--- src/hdl/cra_pkg.sv ---
// shared types and codes of the cpu register alu execute unit
// used by the front end, the back end, the top level and the checker
package cra_pkg;

  // operation codes of the input item
  localparam logic [5:0] ACT_LDA     = 6'd0;
  localparam logic [5:0] ACT_LDX     = 6'd1;
  localparam logic [5:0] ACT_LDY     = 6'd2;
  localparam logic [5:0] ACT_ADC     = 6'd3;
  localparam logic [5:0] ACT_SBC     = 6'd4;
  localparam logic [5:0] ACT_AND     = 6'd5;
  localparam logic [5:0] ACT_ORA     = 6'd6;
  localparam logic [5:0] ACT_EOR     = 6'd7;
  localparam logic [5:0] ACT_CMP     = 6'd8;
  localparam logic [5:0] ACT_CPX     = 6'd9;
  localparam logic [5:0] ACT_CPY     = 6'd10;
  localparam logic [5:0] ACT_BIT     = 6'd11;
  localparam logic [5:0] ACT_TAX     = 6'd12;
  localparam logic [5:0] ACT_TAY     = 6'd13;
  localparam logic [5:0] ACT_TSX     = 6'd14;
  localparam logic [5:0] ACT_TXA     = 6'd15;
  localparam logic [5:0] ACT_TXS     = 6'd16;
  localparam logic [5:0] ACT_TYA     = 6'd17;
  localparam logic [5:0] ACT_INX     = 6'd18;
  localparam logic [5:0] ACT_INY     = 6'd19;
  localparam logic [5:0] ACT_DEX     = 6'd20;
  localparam logic [5:0] ACT_DEY     = 6'd21;
  localparam logic [5:0] ACT_CLC     = 6'd22;
  localparam logic [5:0] ACT_SEC     = 6'd23;
  localparam logic [5:0] ACT_NOP     = 6'd24;
  localparam logic [5:0] ACT_ASL_A   = 6'd25;
  localparam logic [5:0] ACT_LSR_A   = 6'd26;
  localparam logic [5:0] ACT_ROL_A   = 6'd27;
  localparam logic [5:0] ACT_ROR_A   = 6'd28;
  localparam logic [5:0] ACT_ASL_M   = 6'd29;
  localparam logic [5:0] ACT_LSR_M   = 6'd30;
  localparam logic [5:0] ACT_ROL_M   = 6'd31;
  localparam logic [5:0] ACT_ROR_M   = 6'd32;
  localparam logic [5:0] ACT_INC_M   = 6'd33;
  localparam logic [5:0] ACT_DEC_M   = 6'd34;
  localparam logic [5:0] ACT_PHA     = 6'd35;
  localparam logic [5:0] ACT_PLA     = 6'd36;

  // left alu source
  localparam logic [2:0] SRC_OPND = 3'd0;
  localparam logic [2:0] SRC_A    = 3'd1;
  localparam logic [2:0] SRC_X    = 3'd2;
  localparam logic [2:0] SRC_Y    = 3'd3;
  localparam logic [2:0] SRC_S    = 3'd4;

  // alu functions
  localparam logic [3:0] ALU_NONE = 4'd0;
  localparam logic [3:0] ALU_PASS = 4'd1;
  localparam logic [3:0] ALU_ADC  = 4'd2;
  localparam logic [3:0] ALU_SBC  = 4'd3;
  localparam logic [3:0] ALU_AND  = 4'd4;
  localparam logic [3:0] ALU_ORA  = 4'd5;
  localparam logic [3:0] ALU_EOR  = 4'd6;
  localparam logic [3:0] ALU_CMP  = 4'd7;
  localparam logic [3:0] ALU_INC  = 4'd8;
  localparam logic [3:0] ALU_DEC  = 4'd9;
  localparam logic [3:0] ALU_ASL  = 4'd10;
  localparam logic [3:0] ALU_LSR  = 4'd11;
  localparam logic [3:0] ALU_ROL  = 4'd12;
  localparam logic [3:0] ALU_ROR  = 4'd13;
  localparam logic [3:0] ALU_CLC  = 4'd14;
  localparam logic [3:0] ALU_SEC  = 4'd15;

  // result destination
  localparam logic [2:0] DST_NONE = 3'd0;
  localparam logic [2:0] DST_A    = 3'd1;
  localparam logic [2:0] DST_X    = 3'd2;
  localparam logic [2:0] DST_Y    = 3'd3;
  localparam logic [2:0] DST_S    = 3'd4;
  localparam logic [2:0] DST_MEM  = 3'd5;

  // stack pointer action
  localparam logic [1:0] STK_NONE = 2'd0;
  localparam logic [1:0] STK_PUSH = 2'd1;
  localparam logic [1:0] STK_PULL = 2'd2;

  // memory write codes of the result
  localparam logic [1:0] MW_NONE  = 2'd0;
  localparam logic [1:0] MW_OPND  = 2'd1;
  localparam logic [1:0] MW_STACK = 2'd2;

  // stack pointer reset value and the stack page
  localparam logic [7:0] SP_RESET   = 8'hFF;
  localparam logic       STACK_PAGE = 1'b1;

  typedef struct packed {
    logic [5:0] action;
    logic [7:0] operand;
  } in_item_t;

  typedef struct packed {
    logic [7:0] acc;
    logic [7:0] index_x;
    logic [7:0] index_y;
    logic [7:0] stack_ptr;
    logic       carry;
    logic       zero;
    logic       negative;
    logic [1:0] mem_write;
    logic [7:0] write_data;
    logic [8:0] stack_address;
  } out_item_t;

  // classified operation handed from front end to back end
  typedef struct packed {
    logic [2:0] src;
    logic [3:0] alu;
    logic [2:0] dst;
    logic       flag_we;
    logic [1:0] stk;
    logic [7:0] operand;
  } dec_op_t;

endpackage

--- src/hdl/cpu_register_alu_execute_unit.sv ---
// Executes one 8-bit accumulator operation per transfer (6502-style subset:
// loads, transfers, adc/sbc, logic ops, compares, bit, inc/dec, shifts and
// rotates, push/pull of A; no overflow flag, no decimal mode). Sustained rate
// is one item per clock cycle while a stalled receiver does not hold the
// result queue full, set by the execute step in the back end, whose register
// update feeds the next item directly. A result passes through the two-entry
// decode queue and is registered into the two-entry result queue, where it
// waits until popped. With the result side stalled, four items fit in flight
// before full rises.
// top level: front end cra_front, back end cra_back; types from cra_pkg
module cpu_register_alu_execute_unit (
  input  logic               clk,
  input  logic               rst_n,
  input  logic               in_push,
  output logic               in_full,
  input  cra_pkg::in_item_t  in_data,
  output logic               out_empty,
  input  logic               out_pop,
  output cra_pkg::out_item_t out_data
);

  logic             op_valid;
  logic             op_take;
  cra_pkg::dec_op_t op_data;

  // accept and classify
  cra_front u_front (
    .clk      (clk),
    .rst_n    (rst_n),
    .in_push  (in_push),
    .in_full  (in_full),
    .in_data  (in_data),
    .op_valid (op_valid),
    .op_take  (op_take),
    .op_data  (op_data)
  );

  // execute and queue results
  cra_back u_back (
    .clk       (clk),
    .rst_n     (rst_n),
    .op_valid  (op_valid),
    .op_take   (op_take),
    .op_data   (op_data),
    .out_empty (out_empty),
    .out_pop   (out_pop),
    .out_data  (out_data)
  );

endmodule

--- src/hdl/cra_front.sv ---
// front end: accepts input items, classifies each operation and
// holds the classified ops in a two-entry queue; uses cra_pkg
module cra_front (
  input  logic               clk,
  input  logic               rst_n,
  input  logic               in_push,
  output logic               in_full,
  input  cra_pkg::in_item_t  in_data,
  output logic               op_valid,
  input  logic               op_take,
  output cra_pkg::dec_op_t   op_data
);

  cra_pkg::dec_op_t dec;
  cra_pkg::dec_op_t q_mem [2];
  logic       wr_ptr_r, wr_ptr_nxt;
  logic       rd_ptr_r, rd_ptr_nxt;
  logic [1:0] cnt_r, cnt_nxt;
  logic       push_go, pop_go;

  // classify the operation code
  always_comb begin
    dec.src     = cra_pkg::SRC_OPND;
    dec.alu     = cra_pkg::ALU_NONE;
    dec.dst     = cra_pkg::DST_NONE;
    dec.flag_we = 1'b0;
    dec.stk     = cra_pkg::STK_NONE;
    dec.operand = in_data.operand;
    case (in_data.action)
      cra_pkg::ACT_LDA: begin
        dec.alu = cra_pkg::ALU_PASS; dec.dst = cra_pkg::DST_A; dec.flag_we = 1'b1;
      end
      cra_pkg::ACT_LDX: begin
        dec.alu = cra_pkg::ALU_PASS; dec.dst = cra_pkg::DST_X; dec.flag_we = 1'b1;
      end
      cra_pkg::ACT_LDY: begin
        dec.alu = cra_pkg::ALU_PASS; dec.dst = cra_pkg::DST_Y; dec.flag_we = 1'b1;
      end
      cra_pkg::ACT_ADC: begin
        dec.src = cra_pkg::SRC_A; dec.alu = cra_pkg::ALU_ADC;
        dec.dst = cra_pkg::DST_A; dec.flag_we = 1'b1;
      end
      cra_pkg::ACT_SBC: begin
        dec.src = cra_pkg::SRC_A; dec.alu = cra_pkg::ALU_SBC;
        dec.dst = cra_pkg::DST_A; dec.flag_we = 1'b1;
      end
      cra_pkg::ACT_AND: begin
        dec.src = cra_pkg::SRC_A; dec.alu = cra_pkg::ALU_AND;
        dec.dst = cra_pkg::DST_A; dec.flag_we = 1'b1;
      end
      cra_pkg::ACT_ORA: begin
        dec.src = cra_pkg::SRC_A; dec.alu = cra_pkg::ALU_ORA;
        dec.dst = cra_pkg::DST_A; dec.flag_we = 1'b1;
      end
      cra_pkg::ACT_EOR: begin
        dec.src = cra_pkg::SRC_A; dec.alu = cra_pkg::ALU_EOR;
        dec.dst = cra_pkg::DST_A; dec.flag_we = 1'b1;
      end
      cra_pkg::ACT_CMP: begin
        dec.src = cra_pkg::SRC_A; dec.alu = cra_pkg::ALU_CMP; dec.flag_we = 1'b1;
      end
      cra_pkg::ACT_CPX: begin
        dec.src = cra_pkg::SRC_X; dec.alu = cra_pkg::ALU_CMP; dec.flag_we = 1'b1;
      end
      cra_pkg::ACT_CPY: begin
        dec.src = cra_pkg::SRC_Y; dec.alu = cra_pkg::ALU_CMP; dec.flag_we = 1'b1;
      end
      cra_pkg::ACT_BIT: begin
        dec.src = cra_pkg::SRC_A; dec.alu = cra_pkg::ALU_AND; dec.flag_we = 1'b1;
      end
      cra_pkg::ACT_TAX: begin
        dec.src = cra_pkg::SRC_A; dec.alu = cra_pkg::ALU_PASS;
        dec.dst = cra_pkg::DST_X; dec.flag_we = 1'b1;
      end
      cra_pkg::ACT_TAY: begin
        dec.src = cra_pkg::SRC_A; dec.alu = cra_pkg::ALU_PASS;
        dec.dst = cra_pkg::DST_Y; dec.flag_we = 1'b1;
      end
      cra_pkg::ACT_TSX: begin
        dec.src = cra_pkg::SRC_S; dec.alu = cra_pkg::ALU_PASS;
        dec.dst = cra_pkg::DST_X; dec.flag_we = 1'b1;
      end
      cra_pkg::ACT_TXA: begin
        dec.src = cra_pkg::SRC_X; dec.alu = cra_pkg::ALU_PASS;
        dec.dst = cra_pkg::DST_A; dec.flag_we = 1'b1;
      end
      cra_pkg::ACT_TXS: begin
        // stack pointer load leaves the flag byte alone
        dec.src = cra_pkg::SRC_X; dec.alu = cra_pkg::ALU_PASS; dec.dst = cra_pkg::DST_S;
      end
      cra_pkg::ACT_TYA: begin
        dec.src = cra_pkg::SRC_Y; dec.alu = cra_pkg::ALU_PASS;
        dec.dst = cra_pkg::DST_A; dec.flag_we = 1'b1;
      end
      cra_pkg::ACT_INX: begin
        dec.src = cra_pkg::SRC_X; dec.alu = cra_pkg::ALU_INC;
        dec.dst = cra_pkg::DST_X; dec.flag_we = 1'b1;
      end
      cra_pkg::ACT_INY: begin
        dec.src = cra_pkg::SRC_Y; dec.alu = cra_pkg::ALU_INC;
        dec.dst = cra_pkg::DST_Y; dec.flag_we = 1'b1;
      end
      cra_pkg::ACT_DEX: begin
        dec.src = cra_pkg::SRC_X; dec.alu = cra_pkg::ALU_DEC;
        dec.dst = cra_pkg::DST_X; dec.flag_we = 1'b1;
      end
      cra_pkg::ACT_DEY: begin
        dec.src = cra_pkg::SRC_Y; dec.alu = cra_pkg::ALU_DEC;
        dec.dst = cra_pkg::DST_Y; dec.flag_we = 1'b1;
      end
      cra_pkg::ACT_CLC: dec.alu = cra_pkg::ALU_CLC;
      cra_pkg::ACT_SEC: dec.alu = cra_pkg::ALU_SEC;
      cra_pkg::ACT_NOP: dec.alu = cra_pkg::ALU_NONE;
      cra_pkg::ACT_ASL_A: begin
        dec.src = cra_pkg::SRC_A; dec.alu = cra_pkg::ALU_ASL;
        dec.dst = cra_pkg::DST_A; dec.flag_we = 1'b1;
      end
      cra_pkg::ACT_LSR_A: begin
        dec.src = cra_pkg::SRC_A; dec.alu = cra_pkg::ALU_LSR;
        dec.dst = cra_pkg::DST_A; dec.flag_we = 1'b1;
      end
      cra_pkg::ACT_ROL_A: begin
        dec.src = cra_pkg::SRC_A; dec.alu = cra_pkg::ALU_ROL;
        dec.dst = cra_pkg::DST_A; dec.flag_we = 1'b1;
      end
      cra_pkg::ACT_ROR_A: begin
        dec.src = cra_pkg::SRC_A; dec.alu = cra_pkg::ALU_ROR;
        dec.dst = cra_pkg::DST_A; dec.flag_we = 1'b1;
      end
      cra_pkg::ACT_ASL_M: begin
        dec.alu = cra_pkg::ALU_ASL; dec.dst = cra_pkg::DST_MEM; dec.flag_we = 1'b1;
      end
      cra_pkg::ACT_LSR_M: begin
        dec.alu = cra_pkg::ALU_LSR; dec.dst = cra_pkg::DST_MEM; dec.flag_we = 1'b1;
      end
      cra_pkg::ACT_ROL_M: begin
        dec.alu = cra_pkg::ALU_ROL; dec.dst = cra_pkg::DST_MEM; dec.flag_we = 1'b1;
      end
      cra_pkg::ACT_ROR_M: begin
        dec.alu = cra_pkg::ALU_ROR; dec.dst = cra_pkg::DST_MEM; dec.flag_we = 1'b1;
      end
      cra_pkg::ACT_INC_M: begin
        dec.alu = cra_pkg::ALU_INC; dec.dst = cra_pkg::DST_MEM; dec.flag_we = 1'b1;
      end
      cra_pkg::ACT_DEC_M: begin
        dec.alu = cra_pkg::ALU_DEC; dec.dst = cra_pkg::DST_MEM; dec.flag_we = 1'b1;
      end
      cra_pkg::ACT_PHA: begin
        dec.src = cra_pkg::SRC_A; dec.alu = cra_pkg::ALU_PASS; dec.stk = cra_pkg::STK_PUSH;
      end
      cra_pkg::ACT_PLA: begin
        dec.alu = cra_pkg::ALU_PASS; dec.dst = cra_pkg::DST_A;
        dec.flag_we = 1'b1; dec.stk = cra_pkg::STK_PULL;
      end
      default: dec.alu = cra_pkg::ALU_NONE;  // unused codes do nothing
    endcase
  end

  // queue handshake
  assign in_full  = (cnt_r == 2'd2);
  assign op_valid = (cnt_r != 2'd0);
  assign push_go  = in_push && !in_full;
  assign pop_go   = op_take && op_valid;
  assign op_data  = q_mem[rd_ptr_r];

  // pointer and fill count update
  always_comb begin
    wr_ptr_nxt = wr_ptr_r ^ push_go;
    rd_ptr_nxt = rd_ptr_r ^ pop_go;
    cnt_nxt    = cnt_r;
    if (push_go && !pop_go) begin
      cnt_nxt = cnt_r + 2'd1;
    end else if (pop_go && !push_go) begin
      cnt_nxt = cnt_r - 2'd1;
    end
  end

  always_ff @(posedge clk) begin
    if (!rst_n) begin
      wr_ptr_r <= 1'b0;
      rd_ptr_r <= 1'b0;
      cnt_r    <= 2'd0;
    end else begin
      wr_ptr_r <= wr_ptr_nxt;
      rd_ptr_r <= rd_ptr_nxt;
      cnt_r    <= cnt_nxt;
    end
  end

  // queue storage
  always_ff @(posedge clk) begin
    if (push_go) begin
      q_mem[wr_ptr_r] <= dec;
    end
  end

endmodule

--- src/hdl/cra_back.sv ---
// back end: executes classified ops on the register file and
// queues result items in a two-entry output queue; uses cra_pkg
module cra_back (
  input  logic               clk,
  input  logic               rst_n,
  input  logic               op_valid,
  output logic               op_take,
  input  cra_pkg::dec_op_t   op_data,
  output logic               out_empty,
  input  logic               out_pop,
  output cra_pkg::out_item_t out_data
);

  logic [7:0] acc_r, acc_nxt;
  logic [7:0] x_r, x_nxt;
  logic [7:0] y_r, y_nxt;
  logic [7:0] sp_r, sp_nxt;
  logic       carry_r, carry_nxt;
  logic [7:0] flag_r, flag_nxt;

  logic [7:0] opa, addb, res;
  logic       add_cin;
  logic [8:0] sum;
  cra_pkg::out_item_t rslt;

  cra_pkg::out_item_t r_mem [2];
  logic       wr_ptr_r, rd_ptr_r;
  logic [1:0] cnt_r, cnt_nxt;
  logic       exec_go, res_pop;

  // left operand select
  always_comb begin
    case (op_data.src)
      cra_pkg::SRC_A:    opa = acc_r;
      cra_pkg::SRC_X:    opa = x_r;
      cra_pkg::SRC_Y:    opa = y_r;
      cra_pkg::SRC_S:    opa = sp_r;
      default:           opa = op_data.operand;
    endcase
  end

  // shared adder for add, subtract, compare, increment and decrement
  always_comb begin
    addb    = op_data.operand;
    add_cin = carry_r;
    case (op_data.alu)
      cra_pkg::ALU_SBC: addb = ~op_data.operand;
      cra_pkg::ALU_CMP: begin addb = ~op_data.operand; add_cin = 1'b1; end
      cra_pkg::ALU_INC: begin addb = 8'h00; add_cin = 1'b1; end
      cra_pkg::ALU_DEC: begin addb = 8'hFF; add_cin = 1'b0; end
      default: ;
    endcase
    sum = {1'b0, opa} + {1'b0, addb} + {8'h00, add_cin};
  end

  // alu result and carry
  always_comb begin
    res       = opa;
    carry_nxt = carry_r;
    case (op_data.alu)
      cra_pkg::ALU_ADC, cra_pkg::ALU_SBC, cra_pkg::ALU_CMP: begin
        res = sum[7:0]; carry_nxt = sum[8];
      end
      cra_pkg::ALU_INC, cra_pkg::ALU_DEC: res = sum[7:0];
      cra_pkg::ALU_AND: res = opa & op_data.operand;
      cra_pkg::ALU_ORA: res = opa | op_data.operand;
      cra_pkg::ALU_EOR: res = opa ^ op_data.operand;
      cra_pkg::ALU_ASL: begin res = {opa[6:0], 1'b0};    carry_nxt = opa[7]; end
      cra_pkg::ALU_LSR: begin res = {1'b0, opa[7:1]};    carry_nxt = opa[0]; end
      cra_pkg::ALU_ROL: begin res = {opa[6:0], carry_r}; carry_nxt = opa[7]; end
      cra_pkg::ALU_ROR: begin res = {carry_r, opa[7:1]}; carry_nxt = opa[0]; end
      cra_pkg::ALU_CLC: carry_nxt = 1'b0;
      cra_pkg::ALU_SEC: carry_nxt = 1'b1;
      default: res = opa;
    endcase
  end

  // register write back and result item
  always_comb begin
    acc_nxt  = acc_r;
    x_nxt    = x_r;
    y_nxt    = y_r;
    sp_nxt   = sp_r;
    flag_nxt = op_data.flag_we ? res : flag_r;
    case (op_data.dst)
      cra_pkg::DST_A: acc_nxt = res;
      cra_pkg::DST_X: x_nxt   = res;
      cra_pkg::DST_Y: y_nxt   = res;
      cra_pkg::DST_S: sp_nxt  = res;
      default: ;
    endcase
    case (op_data.stk)
      cra_pkg::STK_PUSH: sp_nxt = sp_r - 8'd1;
      cra_pkg::STK_PULL: sp_nxt = sp_r + 8'd1;
      default: ;
    endcase

    rslt.acc           = acc_nxt;
    rslt.index_x       = x_nxt;
    rslt.index_y       = y_nxt;
    rslt.stack_ptr     = sp_nxt;
    rslt.carry         = carry_nxt;
    rslt.zero          = (flag_nxt == 8'h00);
    rslt.negative      = flag_nxt[7];
    rslt.mem_write     = cra_pkg::MW_NONE;
    rslt.write_data    = 8'h00;
    rslt.stack_address = 9'h000;
    if (op_data.dst == cra_pkg::DST_MEM) begin
      rslt.mem_write  = cra_pkg::MW_OPND;
      rslt.write_data = res;
    end else if (op_data.stk == cra_pkg::STK_PUSH) begin
      rslt.mem_write     = cra_pkg::MW_STACK;
      rslt.write_data    = res;
      rslt.stack_address = {cra_pkg::STACK_PAGE, sp_r};
    end
  end

  // execute when an op waits and the output queue has room
  assign out_empty = (cnt_r == 2'd0);
  assign res_pop   = out_pop && !out_empty;
  assign op_take   = (cnt_r != 2'd2) || res_pop;
  assign exec_go   = op_valid && op_take;
  assign out_data  = r_mem[rd_ptr_r];

  always_ff @(posedge clk) begin
    if (!rst_n) begin
      acc_r   <= 8'h00;
      x_r     <= 8'h00;
      y_r     <= 8'h00;
      sp_r    <= cra_pkg::SP_RESET;
      carry_r <= 1'b0;
      flag_r  <= 8'h00;
    end else if (exec_go) begin
      acc_r   <= acc_nxt;
      x_r     <= x_nxt;
      y_r     <= y_nxt;
      sp_r    <= sp_nxt;
      carry_r <= carry_nxt;
      flag_r  <= flag_nxt;
    end
  end

  // output queue fill count
  always_comb begin
    cnt_nxt = cnt_r;
    if (exec_go && !res_pop) begin
      cnt_nxt = cnt_r + 2'd1;
    end else if (res_pop && !exec_go) begin
      cnt_nxt = cnt_r - 2'd1;
    end
  end

  always_ff @(posedge clk) begin
    if (!rst_n) begin
      wr_ptr_r <= 1'b0;
      rd_ptr_r <= 1'b0;
      cnt_r    <= 2'd0;
    end else begin
      wr_ptr_r <= wr_ptr_r ^ exec_go;
      rd_ptr_r <= rd_ptr_r ^ res_pop;
      cnt_r    <= cnt_nxt;
    end
  end

  // output queue storage
  always_ff @(posedge clk) begin
    if (exec_go) begin
      r_mem[wr_ptr_r] <= rslt;
    end
  end

endmodule

--- config.mk ---
export PLATFORM = sky130hd
export DESIGN_NAME = cpu_register_alu_execute_unit
export DESIGN_NICKNAME = d
export VERILOG_FILES = /design/src/hdl/cra_pkg.sv /design/src/hdl/cpu_register_alu_execute_unit.sv /design/src/hdl/cra_front.sv /design/src/hdl/cra_back.sv
export SDC_FILE = /design/constraint.sdc
export NUM_CORES = 1
export LEC_CHECK = 0
export ABC_AREA = 1
export ABC_CLOCK_PERIOD_IN_PS = 3400
export BUFFER_PORTS_ARGS = -buffer_cell sky130_fd_sc_hd__buf_2
export CORE_UTILIZATION = 57
export CTS_BUF_LIST = sky130_fd_sc_hd__clkbuf_4 sky130_fd_sc_hd__clkbuf_8
export DETAILED_ROUTE_END_ITERATION = 8
export MAX_ROUTING_LAYER = met4
export PLACE_DENSITY = 0.9
export SLEW_MARGIN = 20
export SYNTH_ARGS = -nofsm -noshare
export SYNTH_HDL_FRONTEND = slang
export SYNTH_SLANG_ARGS = --single-unit
--- constraint.sdc ---
create_clock -name clk -period 3.4 [get_ports clk]
set_input_delay 0.17 -clock clk [delete_from_list [all_inputs] [get_ports clk]]
set_output_delay 0.17 -clock clk [all_outputs]
set_load 0.05 [all_outputs]
Word-level counts from Yosys, hierarchy flattened
Memory sizes are Yosys's and may differ from the RTL's. A register that Yosys moved wholly into a read port is not among the register bits.
Index checks and enable logic that the tools add are counted.
W data, S select, Z words.
{"block": "op_classes", "n_reduce_logical": 42, "add_sub_neg": 8, "n_eq_ne": 62, "bitwise": 8, "muxes": 29}
{"operator": "$eq A6 B5 Y1 const B", "count": 15}
{"operator": "$pmux W8 S8", "count": 1}
{"operator": "$pmux W4 S15", "count": 1}
{"operator": "$eq A6 B4 Y1 const B", "count": 8}
{"operator": "$mux W8", "count": 5}
{"operator": "$eq A4 B4 Y1 const B", "count": 8}
{"operator": "$pmux W8 S4", "count": 1}
{"operator": "$reduce_or A32 Y1", "count": 1}
{"operator": "$eq A6 B6 Y1 const B", "count": 5}
{"operator": "$eq A6 B3 Y1 const B", "count": 4}
{"operator": "$pmux W8 S3", "count": 1}
{"operator": "$mux W19", "count": 1}
{"operator": "$reduce_or A2 Y1", "count": 9}
{"operator": "$eq A4 B3 Y1 const B", "count": 4}
{"operator": "$pmux W8 S2", "count": 1}
{"operator": "$pmux W3 S5", "count": 1}
{"operator": "$reduce_or A5 Y1", "count": 3}
{"operator": "$reduce_or A14 Y1", "count": 1}
{"operator": "$reduce_or A13 Y1", "count": 1}
{"operator": "$eq A3 B2 Y1 const B", "count": 4}
{"operator": "$eq A6 B2 Y1 const B", "count": 2}
{"operator": "$pmux W3 S4", "count": 1}
{"operator": "$reduce_or A3 Y1", "count": 4}
{"operator": "$reduce_or A11 Y1", "count": 1}
{"operator": "other kinds (34)", "count": 66}
{"block": "totals", "ram_bits": 150, "ff_bits": 49, "memories": 2, "inputBits": 18, "out_inout_bits": 56}
{"name": "u_back.r_mem", "depth": 2, "word_bits": 54, "read_ports": 1, "rd_ports_with_merged_regs": 1, "wr": 1, "line_no": "cra_back.sv:26", "rtl": "cra_pkg::out_item_t r_mem [2];"}
{"name": "u_front.q_mem", "depth": 2, "word_bits": 21, "read_ports": 1, "rd_ports_with_merged_regs": 1, "wr": 1, "line_no": "cra_front.sv:15", "rtl": "cra_pkg::dec_op_t q_mem [2];"}

Depth between registers and ports, before layout
Gate-level depths: netlist of the first run.
{"block": "depth", "ltp_word": 9, "depth_mapped": 29, "depth_no_buf": 28}

Hierarchy
A second synthesis of the first run with hierarchy kept.
{"block": "unflattened", "cells_unflattened": 1221, "area_unflattened_um2": 10969.3}
{"mod": "cra_back", "n_inst": 1, "area_per_inst_um2": 8642.0, "cells_per_inst": 990}
{"mod": "cra_front", "n_inst": 1, "area_per_inst_um2": 2327.2, "cells_per_inst": 231}

Worst setup path after synthesis of the first run
No wires, ideal clock.
{"block": "synth_path", "kind": "reg2reg", "startpoint": "register with a tool-made name", "endpoint": "memory u_back.r_mem[0][28] in the netlist's numbering (data pin)", "synth_period_minus_slack_ps": 3679, "stages_incl_launch_ff": 27, "setup_slack_ps": -279, "required_ps": 3143, "arrival_time_ps": 3422, "path_cell_list": "dfxtp_1 > buf_6 > inv_4 > buf_8 > nand2_4 > nand2_4 > inv_4 > nor2_1 > inv_1 > nor2_1 > a21oi_1 > a22oi_1 > fa_1 > fa_1 > nand3b_1 > nand2_1 > nand2_1 > nand2_1 > nand2_1 > nand2_1 > nor2_1 > nor2_1 > nand3_1 > nand2_1 > nand2_1 > nand2_1 > nand2_2"}
{"element": "end: declaration", "line_no": "cra_back.sv:26"}

==> results of run 1 <==
-- metal layers --
layer	vias to the layer above	wire length, um
met2	600	14100
met1	4396	11400
met4	0	1360
met3	119	2460
met5	-	0
li1	4477	-
-- worst register-to-register path: cells and delay by family (launching register included) --
family                   cells  cell delay [ns]
AND/OR/NAND/NOR             20             1.95
buffers and inverters        5             0.46
flip-flops                   1             0.37
adder cells (fa/ha/maj)      2             0.77
-- logic make-up (layout without fill, tap and decap cells) --
| logic type | after synthesis | count (layout) |
|---|---|---|
| AND/OR/NAND/NOR | 626 | 626 |
| AO/OA/AOI/OAI | 129 | 129 |
| multiplexers | 53 | 53 |
| XOR/XNOR | 6 | 6 |
| flip-flops | 199 | 199 |
| buffers and inverters | 219 | 393 |
| adder cells (fa/ha/maj) | 40 | 40 |
-- metrics by stage --
stage / instances / setup slack [ns]
finish: 1706 / -0.200
global route: 1706 / -0.375
CTS: 1697 / 0.00506
detailed placement: 1651 / -0.222
global placement: 1651 / -0.0764
floorplan: 1272 / 0.000156
-- worst min-delay path by stage --
| stage | startpoint | endpoint | slack, ns |
|---|---|---|---|
| global placement | in_data[3] | u_front.q_mem[0][3]$_DFFE_PP_ | 0.36 |
| finish | out_pop | u_back.rd_ptr_r$_SDFF_PN0_ | 0.09 |
| global route | out_pop | u_back.rd_ptr_r$_SDFF_PN0_ | 0.11 |
| floorplan | in_data[0] | u_front.q_mem[0][0]$_DFFE_PP_ | 0.27 |
| detailed placement | in_data[7] | u_front.q_mem[1][7]$_DFFE_PP_ | 0.36 |
| CTS | out_pop | u_back.rd_ptr_r$_SDFF_PN0_ | 0.07 |
-- sequential cells by signal, summed over array words and instances, names as in the netlist, 2 cells and up, named ones only --
| name | flops |
|---|---|
| u_back.acc_r | 8 |
| u_back.cnt_r | 2 |
| u_back.flag_r | 8 |
| u_back.r_mem | 106 |
| u_back.sp_r | 8 |
| u_back.x_r | 8 |
| u_back.y_r | 8 |
| u_front.cnt_r | 2 |
| u_front.q_mem | 42 |
-- placed cells by master, fill, tap and decap left out, types with 29 or more instances in the layout --
master	n
nor2_1	128
mux2_2	53
nand2_2	56
buf_2	73
buf_4	80
dfxtp_1	49
o21ai_0	29
nand2_1	272
ha_1	29
inv_1	163
edfxtp_1	148
a21oi_1	47
nand3_1	74
-- Yosys cell counts, types with 5 or more instances --
master / instances / share of area, %
clkbuf_1: 19 / 0.64
a21oi_1: 49 / 2.2
dfxtp_1: 51 / 9.2
nor3_1: 5 / 0.23
inv_1: 167 / 5.7
nand3_1: 88 / 4.0
o21ai_1: 9 / 0.41
ha_1: 37 / 4.2
inv_2: 19 / 0.64
nand2_1: 320 / 11
nand2_2: 22 / 1.2
edfxtp_1: 148 / 40
nor2_1: 134 / 4.5
o21ai_2: 16 / 1.3
or2_1: 9 / 0.51
nand4_1: 10 / 0.57
mux2_2: 53 / 5.4
nand2_4: 10 / 1.0
nand3_2: 6 / 0.54
o21ai_0: 37 / 1.7
-- layout make-up --
class | instances | area [um^2]
Sequential cell | 199 | 5470
Timing Repair inverter | 1 | 8.76
Timing Repair Buffer | 169 | 1190
Clock inverter | 15 | 215
Inverter | 191 | 754
Clock buffer | 17 | 234
Tap cell | 260 | 325
Multi-Input combinational cell | 854 | 5120
Fill cell | 1375 | 5580
-- repair_timing --
action,in CTS,in global routing
hold buffers,9,0
resized for setup,20,102
hold endpoints to repair,22,0
pin swaps,8,40
endpoints found under the setup margin,65,100
setup buffers,4,8
gates cloned,1,1
==> results.yml, run 1 <==
run_status:
  status: "finished with violations"
  violations: "negative setup slack"
sta:
  grt_setup_unrepaired: "yes"
  maxSlewViolCount: 0
  clock_skew_ns: 0.0239
  clock.fmax_mhz: 278
  whs_ns: 0.0870
  fin_ws_ns: -0.200
  finalSetupTns_ns: -3.79
  worstMarginPinSlew_ns: 0.997
  fin_crit_sh_pct: 106
  period_minus_slack_ns: 3.60
  relSlewSlack_pct: 33.5
  hold_violations: 0
  setup_viol: 56
global_routing:
  track_usage_pct: 29.3
  grt_pass1_wl_um: 43800
  grt_overflow: 0
  grtUsageMet1_pct: 35.1
  grt_max_degree: 54
  grt_pass1_vias: 8914
  antenna_found_initial: 0
  grt_util_met3_pct: 4.25
  grt_busiest_layer: "met2"
  grtUsageMet2_pct: 48.3
place:
  postPlaceCellArea_um2: 12200
  io_buffers: 73
  gp_congestion: 0.999
  dp_hpwl_um: 19800
clocking:
  cts_inserted_buffers: 17
  clock_latency_ns: 0.49
  cts_max_level: 4
  cts_sinks: 199
  cts_buffer_depth: 2
  root_buffer: "clkbuf_8"
  cts_tree: "yes"
  clk_pin_slew_worst_paths_ns: 0.12
worst_setup_path:
  crit_path_top_delay_cell: "fa_2"
  cp_top_family: "simple AND/OR/NAND/NOR gates"
  max_stage_delay_ns: 0.40
  r2r-end: "u_back.y_r[6]$_SDFFE_PN0P_"
  crit_fanout: 8
  cp-start-kind: "flop"
  crit_type: "reg -> reg"
  r2r_cells: 27
  arrival_ns: 4.00
  cp_num_buf_inv: 5
  cp.depth: 27
  required_ns: 3.80
  cp_common_cell: "nand2_2"
  crit_path_end: "u_back.y_r[6]$_SDFFE_PN0P_"
  end_kind: "flop"
  rrSetupSlack_ns: -0.20
final_layout:
  design_area_um2: 13300
  nets: 1491
  finalCoreUtilization_pct: 70.5
  syn2layout_area_growth_pct: 20.3
  antenna_cells: 0
  drive_gt1_share_pct: 29.8
synth:
  synth_edf_count: 148
  netlist_area_um2: 11100
  synth_seq_cells: 199
  synth_compound_area_share_pct: 6.92
  synth_nets: 1330
  yosysSeqAreaShare_pct: 49.4
  syn_avg_cell_area_um2: 8.70
  synth_top_family_by_area: "simple AND/OR/NAND/NOR gates"
  syn_inst: 1272
  synth-async-reset-ratio_pct: 0
  synth_mux_area_share_pct: 5.40
  synthFlopType: "edfxtp_1"
  synth_warnings: 0
  synth.distinct_cells: 51
  yosys.area_share.adder_pct: 4.73
  synthXorXnorAreaFrac_pct: 0.475
  synth-simple-area-share_pct: 25.1
floorplanning:
  die_h_um: 141
  start_util_pct: 58.5
  rows: 50
  dieArea_um2: 20000
  coreArea_um2: 18900
  io_pins: 74
  die_w_um: 141
routing:
  detail-route-antenna-nets: 0
  drt-pass1-iter-count: 6
  dr.first_iter.drc_count: 1244
  drc_errors: 0
  drt-vias-per-instance: 5.62
  drt_wl_total_um: 29300
  num_vias: 9592
  post_drt_wl_per_cell_um: 17.2
flow_run:
  drv_cap: 0
hold_path:
  hold_path_class: "in -> reg"
  hold_depth: 4
Power of run 1 is left out: the tool's default activity adds up to more than one toggle a clock period on the data nets, which glitch-free logic cannot reach.
==> run 2: changes to the inputs <==
Settings changed: ABC_AREA 1 to default.
==> results.yml, run 2 <==
run_status:
  status: "finished with violations"
  violations: "design-rule violations, negative setup slack"
place:
  dp_hpwl_um: 19700
  io_buffers: 73
  place_inst: 1325
  gp_congestion: 0.908
synth:
  yosysSeqAreaShare_pct: 51.0
  synth.distinct_cells: 79
  netlist_area_um2: 10700
  synth_edf_count: 148
  syn_inst: 949
  synth-async-reset-ratio_pct: 0
  synth_top_area_share_pct: 41.5
  yosysMostFrequentCell: "edfxtp_1"
  syn_avg_cell_area_um2: 11.3
  synthFlopType: "edfxtp_1"
  synth_seq_cells: 199
  synth_warnings: 0
  yosys-top-cells-count: "edfxtp_1, mux2_2, nand2_1, o21ai_0, nor2_1"
  synth_top_area_cell: "edfxtp_1"
  synth_nets: 1007
  synth_area_leaders: "edfxtp_1, dfxtp_1, mux2_2"
clocking:
  cts_inserted_buffers: 17
  clk_pin_slew_worst_paths_ns: 0.10
  clock_latency_ns: 0.50
  cts_sinks: 199
  cts_max_level: 4
  cts_tree: "yes"
  root_buffer: "clkbuf_8"
  cts_buffer_depth: 2
final_layout:
  largestRegisters: "u_back.r_mem x106, u_front.q_mem x42"
  final_common_cell: "edfxtp_1"
  largest_reg_flops: 106
  drive_gt1_share_pct: 38.4
  finalCoreUtilization_pct: 74.0
  nets: 1211
  final_cell_mix: "edfxtp_1, buf_4, buf_2"
  final.fill_count: 1066
  ff_latch_area_um2: 5470
  stdcell_count: 1395
  syn2layout_area_growth_pct: 25.8
  regMostFlops: "u_back.r_mem"
  multi_input_area_um2: 5500
routing:
  num_vias: 8831
  drt-pass1-iter-count: 7
  drc_errors: 14
  detail-route-antenna-nets: 0
  post_drt_wl_per_cell_um: 22.0
  drt-vias-per-instance: 6.33
  dr.first_iter.drc_count: 761
  drt_wl_total_um: 30700
sta:
  setup_viol: 109
  whs_ns: 0.168
  grt_setup_unrepaired: "yes"
  finalSetupTns_ns: -34.89
  period_minus_slack_ns: 4.10
  fin_ws_ns: -0.699
  worstMarginPinSlew_ns: 0.986
  clock.fmax_mhz: 244
  hold_violations: 0
  maxSlewViolCount: 0
  clock_skew_ns: 0.0243
  relSlewSlack_pct: 34.3
  fin_crit_sh_pct: 121
worst_setup_path:
  crit_path_top_delay_cell: "fa_2"
  crit_fanout: 6
  end_kind: "flop"
  arrival_ns: 4.45
  crit_type: "reg -> reg"
  required_ns: 3.75
  path_cells: "buf_4 > buf_16 > mux2i_4 > buf_6 > nor3_4 > o21ai_1 > and3_4 > fa_2 > fa_2 > nor2b_4 > o31a_1 > a221oi_2 > a211oi_1 > a32oi_1 > or3_4 > o41ai_4 > nor2b_4"
  cp-start-kind: "flop"
  max_stage_delay_ns: 0.41
global_routing:
  grt_max_degree: 52
  grt_pass1_wl_um: 45500
  track_usage_pct: 31.7
  antenna_found_initial: 0
  grt_overflow: 0
  grt_pass1_vias: 8557
hold_path:
  min_from: "in_data[13]"
  hold_path_class: "in -> reg"
floorplanning:
  coreArea_um2: 18200
  start_util_pct: 58.8
  rows: 49
  die_h_um: 139
  dieArea_um2: 19400
  die_w_um: 139
  io_pins: 74
flow_run:
  drv_cap: 0
[run 2: logic make-up after synthesis]
| group | Yosys count | synth area share [%] |
|---|---|---|
| mux | 126 | 13.5 |
| fa+ha+maj | 40 | 4.88 |
| simple gates | 265 | 12.1 |
| buf+inv | 85 | 3.40 |
| flops | 199 | 51.0 |
| xor+xnor | 17 | 1.39 |
| compound gates | 217 | 13.7 |
[run 2: final cells by class]
| class | count | area share, % |
|---|---|---|
| clock inverters | 13 | 1.10 |
| repair buffers | 234 | 12.6 |
| flip-flops and latches | 199 | 40.6 |
| diodes | 1 | 0.0186 |
| well taps | 229 | 2.13 |
| clock buffers | 18 | 1.84 |
| multi-input cells | 666 | 40.8 |
| inverters | 35 | 0.974 |
[run 2: layer usage]
layer | vias up | global-route usage (%) | part of all wire, %
met5 | - | - | 0
met4 | 0 | 15.0 | 5.1
met3 | 141 | 6.22 | 8.3
met2 | 500 | 52.6 | 49
met1 | 4240 | 37.1 | 37
li1 | 3950 | - | -
[run 2: final timing paths]
kind	to	slack (ns)	cells after the start
max	u_back.r_mem[1][20]$_DFFE_PP_	-0.70	17
min	u_front.q_mem[0][19]$_DFFE_PP_	0.17	2
max reg2reg	u_back.r_mem[1][20]$_DFFE_PP_	-0.70	17
min reg2reg	u_back.flag_r[3]$_SDFFE_PN0P_	0.49	2
[run 2: metrics by stage]
step	setup slack, ns	cell area [um^2]
after CTS	-0.524	13200
after global placement	-0.613	12200
after global routing	-0.816	13500
final	-0.699	13500
after detailed placement	-0.714	12200
after floorplan	-0.519	10900
[run 2: repair_timing]
action | in CTS | in global routing
endpoints found under the setup margin | 121 | 126
hold endpoints to repair | 16 | 0
pin swaps | 21 | 17
resized for setup | 66 | 56
hold buffers | 8 | 0
buffers inserted | 19 | 8
cloned | 2 | 1
[run 2: critical path, delay by kind of cell, from the launching register on]
family | cells | cell delay (ns)
buf+inv | 3 | 0.42
fa+ha+maj | 2 | 0.80
mux | 1 | 0.19
flops | 1 | 0.39
simple gates | 5 | 1.13
compound gates | 6 | 1.05
Power of run 2 is left out for the same reason.
